<file path="src/rtl/core/assert_macros.svh">
// Assertion helpers shared by the core.
`ifndef ASSERT_MACROS_SVH
`define ASSERT_MACROS_SVH
// Implication checked at every rising clock edge outside reset.
`define ASSERT_IMPL(label, clk, rst_n, ante, cons, msg) \
  label: assert property (@(posedge clk) disable iff (!rst_n) (ante) |-> (cons)) \
    else $error(msg);
// Next-cycle implication checked outside reset.
`define ASSERT_NEXT(label, clk, rst_n, ante, cons, msg) \
  label: assert property (@(posedge clk) disable iff (!rst_n) (ante) |=> (cons)) \
    else $error(msg);
`endif

</file>
<file path="src/rtl/core/bmmd_pkg.sv">
// ----------------------------------------------------------------------------
// bmmd_pkg
// Types, constants and the boot ROM table of the banked memory map decoder.
// ----------------------------------------------------------------------------
package bmmd_pkg;
  localparam int WORK_RAM_BYTES = 32768;
  localparam int HIGH_RAM_BYTES = 256;
  localparam int RANGE_SLOTS    = 6;
  localparam int BOOT_ROM_BYTES = 256;
  localparam int WRAM_AW        = $clog2(WORK_RAM_BYTES);

  localparam logic [1:0] FUNC_READ  = 2'd0;
  localparam logic [1:0] FUNC_WRITE = 2'd1;
  localparam logic [1:0] FUNC_RAISE = 2'd2;

  localparam logic [1:0] ST_OK      = 2'd0;
  localparam logic [1:0] ST_RESTR   = 2'd1;
  localparam logic [1:0] ST_UNKNOWN = 2'd2;

  localparam logic [2:0] CFG_MODE   = 3'd0;
  localparam logic [2:0] CFG_COUNT  = 3'd1;

  localparam logic [15:0] REG_IF       = 16'hFF0F;
  localparam logic [15:0] REG_SPEED    = 16'hFF4D;
  localparam logic [15:0] REG_BOOT_OFF = 16'hFF50;
  localparam logic [15:0] REG_BANK     = 16'hFF70;

  typedef enum logic [2:0] {
    S_IDLE, S_LOOK, S_RMW, S_OUT
  } state_t;

  // Controller commands and datapath status.
  typedef struct packed {
    logic load;    // capture request
    logic exec;    // decode and perform access, memory read issued
    logic rmw;     // second half of a raise: write IF back
  } cmd_t;

  typedef struct packed {
    logic is_raise;
    logic out_taken;
  } stat_t;

  localparam logic [7:0] BOOT_ROM [256] = '{
    8'h31,8'hFE,8'hFF,8'hAF,8'h21,8'hFF,8'h9F,8'h32,8'hCB,8'h7C,8'h20,8'hFB,8'h21,8'h26,8'hFF,8'h0E,
    8'h11,8'h3E,8'h80,8'h32,8'hE2,8'h0C,8'h3E,8'hF3,8'hE2,8'h32,8'h3E,8'h77,8'h77,8'h3E,8'hFC,8'hE0,
    8'h47,8'h11,8'h04,8'h01,8'h21,8'h10,8'h80,8'h1A,8'hCD,8'h95,8'h00,8'hCD,8'h96,8'h00,8'h13,8'h7B,
    8'hFE,8'h34,8'h20,8'hF3,8'h11,8'hD8,8'h00,8'h06,8'h08,8'h1A,8'h13,8'h22,8'h23,8'h05,8'h20,8'hF9,
    8'h3E,8'h19,8'hEA,8'h10,8'h99,8'h21,8'h2F,8'h99,8'h0E,8'h0C,8'h3D,8'h28,8'h08,8'h32,8'h0D,8'h20,
    8'hF9,8'h2E,8'h0F,8'h18,8'hF3,8'h67,8'h3E,8'h64,8'h57,8'hE0,8'h42,8'h3E,8'h91,8'hE0,8'h40,8'h04,
    8'h1E,8'h02,8'h0E,8'h0C,8'hF0,8'h44,8'hFE,8'h90,8'h20,8'hFA,8'h0D,8'h20,8'hF7,8'h1D,8'h20,8'hF2,
    8'h0E,8'h13,8'h24,8'h7C,8'h1E,8'h83,8'hFE,8'h62,8'h28,8'h06,8'h1E,8'hC1,8'hFE,8'h64,8'h20,8'h06,
    8'h7B,8'hE2,8'h0C,8'h3E,8'h87,8'hE2,8'hF0,8'h42,8'h90,8'hE0,8'h42,8'h15,8'h20,8'hD2,8'h05,8'h20,
    8'h4F,8'h16,8'h20,8'h18,8'hCB,8'h4F,8'h06,8'h04,8'hC5,8'hCB,8'h11,8'h17,8'hC1,8'hCB,8'h11,8'h17,
    8'h05,8'h20,8'hF5,8'h22,8'h23,8'h22,8'h23,8'hC9,8'hCE,8'hED,8'h66,8'h66,8'hCC,8'h0D,8'h00,8'h0B,
    8'h03,8'h73,8'h00,8'h83,8'h00,8'h0C,8'h00,8'h0D,8'h00,8'h08,8'h11,8'h1F,8'h88,8'h89,8'h00,8'h0E,
    8'hDC,8'hCC,8'h6E,8'hE6,8'hDD,8'hDD,8'hD9,8'h99,8'hBB,8'hBB,8'h67,8'h63,8'h6E,8'h0E,8'hEC,8'hCC,
    8'hDD,8'hDC,8'h99,8'h9F,8'hBB,8'hB9,8'h33,8'h3E,8'h3C,8'h42,8'hB9,8'hA5,8'hB9,8'hA5,8'h42,8'h3C,
    8'h21,8'h04,8'h01,8'h11,8'hA8,8'h00,8'h1A,8'h13,8'hBE,8'h20,8'hFE,8'h23,8'h7D,8'hFE,8'h34,8'h20,
    8'hF5,8'h06,8'h19,8'h78,8'h86,8'h23,8'h05,8'h20,8'hFB,8'h86,8'h20,8'hFE,8'h3E,8'h01,8'hE0,8'h50
  };

  // Reset value of a high RAM byte.
  function automatic logic [7:0] hram_reset(input logic [7:0] a);
    logic [7:0] v;
    v = (a <= 8'h7E) ? 8'hFF : 8'h00;
    if (a == REG_IF[7:0])    v = 8'hE1;
    if (a == REG_SPEED[7:0]) v = 8'h00;
    return v;
  endfunction
endpackage

</file>
<file path="src/rtl/core/bmmd_ctrl.sv">
// ----------------------------------------------------------------------------
// bmmd_ctrl
// Sequencer: capture, decode and memory access, optional write-back, result.
// ----------------------------------------------------------------------------
module bmmd_ctrl import bmmd_pkg::*; (
  input  logic   clk,
  input  logic   rst_n,
  input  logic   in_tvalid,
  output logic   in_tready,
  output logic   out_tvalid,
  input  stat_t  stat,
  output cmd_t   cmd
);
  state_t state_r, state_nxt;

  always_ff @(posedge clk) begin
    if (!rst_n) state_r <= S_IDLE;
    else        state_r <= state_nxt;
  end

  always_comb begin
    state_nxt = state_r;
    case (state_r)
      S_IDLE: if (in_tvalid) state_nxt = S_LOOK;
      S_LOOK: state_nxt = stat.is_raise ? S_RMW : S_OUT;
      S_RMW:  state_nxt = S_OUT;
      S_OUT: begin
        if (stat.out_taken) state_nxt = in_tvalid ? S_LOOK : S_IDLE;
      end
      default: state_nxt = S_IDLE;
    endcase
  end

  always_comb begin
    cmd        = '0;
    in_tready  = 1'b0;
    out_tvalid = 1'b0;
    case (state_r)
      S_IDLE: begin
        in_tready = 1'b1;
        cmd.load  = in_tvalid;
      end
      S_LOOK: cmd.exec = 1'b1;
      S_RMW:  cmd.rmw  = 1'b1;
      S_OUT: begin
        out_tvalid = 1'b1;
        in_tready  = stat.out_taken;
        cmd.load   = stat.out_taken && in_tvalid;
      end
      default: ;
    endcase
  end
endmodule

</file>
<file path="config.mk">
export PLATFORM = sky130hd
export DESIGN_NAME = bmmd_ctrl
export DESIGN_NICKNAME = d
export VERILOG_FILES = /design/src/rtl/core/assert_macros.svh /design/src/rtl/core/bmmd_pkg.sv /design/src/rtl/core/bmmd_ctrl.sv
export SDC_FILE = /design/constraint.sdc
export NUM_CORES = 1
export LEC_CHECK = 0
export BUFFER_PORTS_ARGS = -buffer_cell sky130_fd_sc_hd__buf_2
export CAP_MARGIN = 40
export CORE_AREA = 2 2 39 41
export DETAILED_ROUTE_END_ITERATION = 10
export DIE_AREA = 0 0 41 43
export GPL_TIMING_DRIVEN = 0
export SLEW_MARGIN = 20
export SYNTH_ARGS = -nofsm -noshare
export SYNTH_HDL_FRONTEND = slang
export SYNTH_SLANG_ARGS = --single-unit
</file>
<file path="constraint.sdc">
create_clock -name clk -period 2 [get_ports clk]
set_clock_uncertainty 0.05 [all_clocks]
set_input_delay 0.2 -clock clk [delete_from_list [all_inputs] [get_ports clk]]
set_output_delay 0.2 -clock clk [all_outputs]
set_load 0.03 [all_outputs]
</file>
Word-level counts from Yosys, hierarchy flattened
Index checks and enable logic that the tools add are counted.
- ROM bits: 0
- bits in latches: 0
- output and inout bits: 5
- input port bits: 5
- register bits after elaboration: 3
- bits in writable memories: 0
- memories: 0
- reduce and logical (&&, ||, !) cells: 3
- bitwise operators: 0
- shifts and indexed selects: 0
- muxes and demuxes: 10
- divide/modulo/power cells: 0
- order comparisons: 0
- add/sub/neg operators: 0
- equality and inequality tests: 5
- multiply operators: 0
- operators with widths (kind ; count):
    $pmux 3 s4 ; 1
    $eq 3x2->1 const B ; 2
    $mux 3 ; 2
    $mux 1 ; 5
    $ne 2x2->1 const B ; 2
    $pmux 1 s2 ; 2
    $eq 3x1->1 const B ; 1
    $logic_not 3->1 ; 1
    $reduce_and 2->1 ; 1
    $logic_and 1x1->1 ; 1

Depth between registers and ports, before layout
- depth after elaboration: 3
- mapped depth: 5
- depth with buffers taken out: 5

Least setup slack after synthesis
Ideal clock, no wire load.
- path type: register to output
- from: register state_r[0]
- to: output cmd[2] (netlist bit)
- arrival: 1584 ps
- required time: 1750 ps
- setup slack: 166 ps
- cell stages (with the launch flop): 5
- cells stage by stage: dfxtp_1 > inv_1 > ha_1 > nor2_1 > and2_1
- RTL lines (what ; RTL line ; RTL):
    start: declaration ; bmmd_ctrl.sv:14 ; state_t state_r, state_nxt;
    start signal: assignment ; bmmd_ctrl.sv:18 ; else state_r <= state_nxt;
    end: declaration ; bmmd_ctrl.sv:12 ; output cmd_t cmd

==> impl_metrics.py <==
metrics = {
    "setup_path": {
        "cp_slowest_cell": "dfxtp_1",
        "worst-path-max-fanout": 5,
        "cp-endpoint": "cmd[2]",
        "arrival_ns": 1.47,
        "r2r-start": "state_r[1]$_SDFFE_PN0P_",
        "cpLargestDelayFamily": "flip-flops",
        "timing.rr.end": "state_r[0]$_SDFFE_PN0P_",
        "worstPathRequired_ns": 1.75,
        "cp_cell_sequence": "inv_1 > ha_1 > nor2_1 > and2_1 > buf_2",
        "cpPeakStageDelay_ns": 0.39,
        "crit_path_end_kind": "output pin",
        "startpoint": "state_r[0]$_SDFFE_PN0P_",
        "r2r_cells": 5,
        "crit_type": "flop to output pin",
        "reg2reg_slack_ns": 0.35,
        "crit_cells": 5,
        "cp-start-kind": "flop",
        "crit_buf_inv": 2,
    },
    "synthesis": {
        "yosysSeqAreaShare_pct": 19.0,
        "synth_top_area_share_pct": 35.7,
        "synthArstFlopShare_pct": 0,
        "synth_cell_types": 12,
        "syn_area_um2": 210,
        "avgSynthCellArea_um2": 8.76,
        "synthTopCellsByArea": "ha_1 (36%), dfxtp_1 (19%), a21oi_1 (7.1%), inv_1 (7.1%), nand2b_1 (6.0%)",
        "synth-xor-area-share_pct": 0,
        "synth-edff-count": 0,
        "yosysWarnings": 0,
        "synth_top_family_by_area": "adder cells",
        "ys.flop_type": "dfxtp_1",
        "synth_mux_area_share_pct": 0,
        "post_synth_fa_ha_maj_area_fraction_pct": 35.7,
        "synth_compound_area_share_pct": 24.4,
        "synth_simple_gate_area_share_pct": 13.7,
        "syn-num-nets": 35,
        "yosysMostFrequentCell": "ha_1",
        "yosys.area.top_type": "ha_1",
        "synthTopCellsByCount": "ha_1 (6), inv_1 (4), a21oi_1 (3)",
        "synth-seq-cells": 2,
        "postSynthCellCount": 24,
    },
    "floorplan": {
        "dieArea_um2": 1760,
        "chipWidth_um": 41,
        "start_util_pct": 15.2,
        "row_count": 14,
        "core_area_um2": 1380,
        "fp.dieH_um": 43,
        "io_pins": 10,
    },
    "sta": {
        "fin_crit_ns": 1.72,
        "setup_viol": 0,
        "rsz0062_at_grt": "false",
        "slew_violations": 0,
        "finalHoldViolCount": 0,
        "period_share_pct": 86.1,
        "final.setup.tns_ns": 0,
        "relSlewSlack_pct": 74.5,
        "fmax_mhz": 581,
        "worst_pin_slew_ns": 0.382,
    },
    "routing": {
        "vias": 200,
        "wl_per_cell_um": 7.94,
        "first_iter_violations": 3,
        "drc": 0,
        "vias_per_cell": 3.85,
        "ant_nets": 0,
        "detail_route.first_pass.iterations": 2,
        "drt-total-wl_um": 413,
    },
    "cts": {
        "clk_latency_ns": 0.22,
        "holdBufCountCts": 0,
        "cts_buffers": 3,
        "cts_tree": "done",
        "htreeDepth": 1,
        "cts_sinks": 2,
        "cts_max_path_buffers": 2,
        "cts-resized-gates": 0,
        "ctsRootBufferMaster": "clkbuf_4",
        "post_cts_buffers": 0,
        "clk_pin_slew_ns": 0.03,
    },
    "finish": {
        "max_flop_register": "state_r",
        "nets": 49,
        "largest_register_ffs": 2,
        "reg_top3": "state_r: 2 flops",
        "n_antenna_cell": 0,
        "drive_above_1_share_pct": 33.3,
        "postLayoutCoreUtil_pct": 21.5,
        "synthToLayoutAreaGrowth_pct": 41.7,
        "fillers": 158,
    },
    "place": {
        "gp_congestion": 0.624,
        "port_buffers": 9,
    },
    "grt": {
        "grt_pass1_vias": 167,
        "track_usage_pct": 6.11,
        "grt_pass1_wl_um": 648,
        "grt_max_degree": 6,
        "gr-total-overflow": 0,
        "antenna_found_initial": 0,
    },
    "worst_hold_path": {
        "hold_path_class": "input port to flop",
        "min_from": "rst_n",
        "whs_path_depth": 2,
    },
    "pwr": {
        "peakVddDrop_v": 0.000389,
        "p_leak_nw": 0.174,
        "power.total_mw": 0.539,
        "power_density_nw_per_um2": 1810,
    },
    "status": {
        "status": "finished, final reports clean",
    },
    "job": {
        "drv_cap": 0,
    },
}
==> power breakdown <==
group / switching (mW) / internal [mW]
combinational: 0.240 / 0.126
sequential: 0.0235 / 0.0612
clock: 0.0218 / 0.0661
==> per-stage QoR <==
step	setup slack (ns)	hold WS [ns]	std cells	instance area, µm²
floorplan	0.166	0.262	24	210
global placement	0.349	0.384	49	275
detailed placement	0.330	0.389	49	275
CTS	0.250	0.152	52	298
global route	0.179	0.154	52	298
finish	0.278	0.162	52	298
==> worst min-delay path by stage <==
stage	endpoint	slack, ns
global placement	state_r[1]$_SDFFE_PN0P_	0.38
finish	state_r[1]$_SDFFE_PN0P_	0.16
detailed placement	state_r[1]$_SDFFE_PN0P_	0.39
floorplan	state_r[0]$_SDFFE_PN0P_	0.26
global route	state_r[0]$_SDFFE_PN0P_	0.15
CTS	state_r[1]$_SDFFE_PN0P_	0.15
==> layout make-up <==
class	count	area [µm²]	share of cell area, %
timing repair buffer	9	45.0	15.1
sequential	2	40.0	13.4
clock buffer	3	22.5	7.56
multi-input combinational	18	155	52.1
inverter	4	15.0	5.04
tap	16	20.0	6.72
==> layout by cell type (no fill, tap or decap), drive strengths merged <==
cell type,synthesis,final
and3,1,1
inv,4,4
a21oi,3,3
a311oi,1,1
clkbuf,0,3
a2111oi,1,1
dfxtp,2,2
buf,0,9
ha,6,6
and2,1,1
nand2b,2,2
o211a,1,1
nor2,1,1
o21a,1,1
==> metal layers <==
layer	wire length [µm]	vias to the layer above	track usage, %
met2	194	4	6.88
met5	0	-	0
met3	28	0	4.71
li1	-	107	-
met4	0	0	6.00
met1	189	89	6.69
==> cells by family (layout without fill, tap and decap cells) <==
kind of cell / Yosys count / after routing
AOI/OAI and AO/OA: 7 / 7
adders and majority gates: 6 / 6
and+or+nand+nor: 5 / 5
buffers and inverters: 4 / 16
DFF: 2 / 2
(Power assumes the default switching activity.)
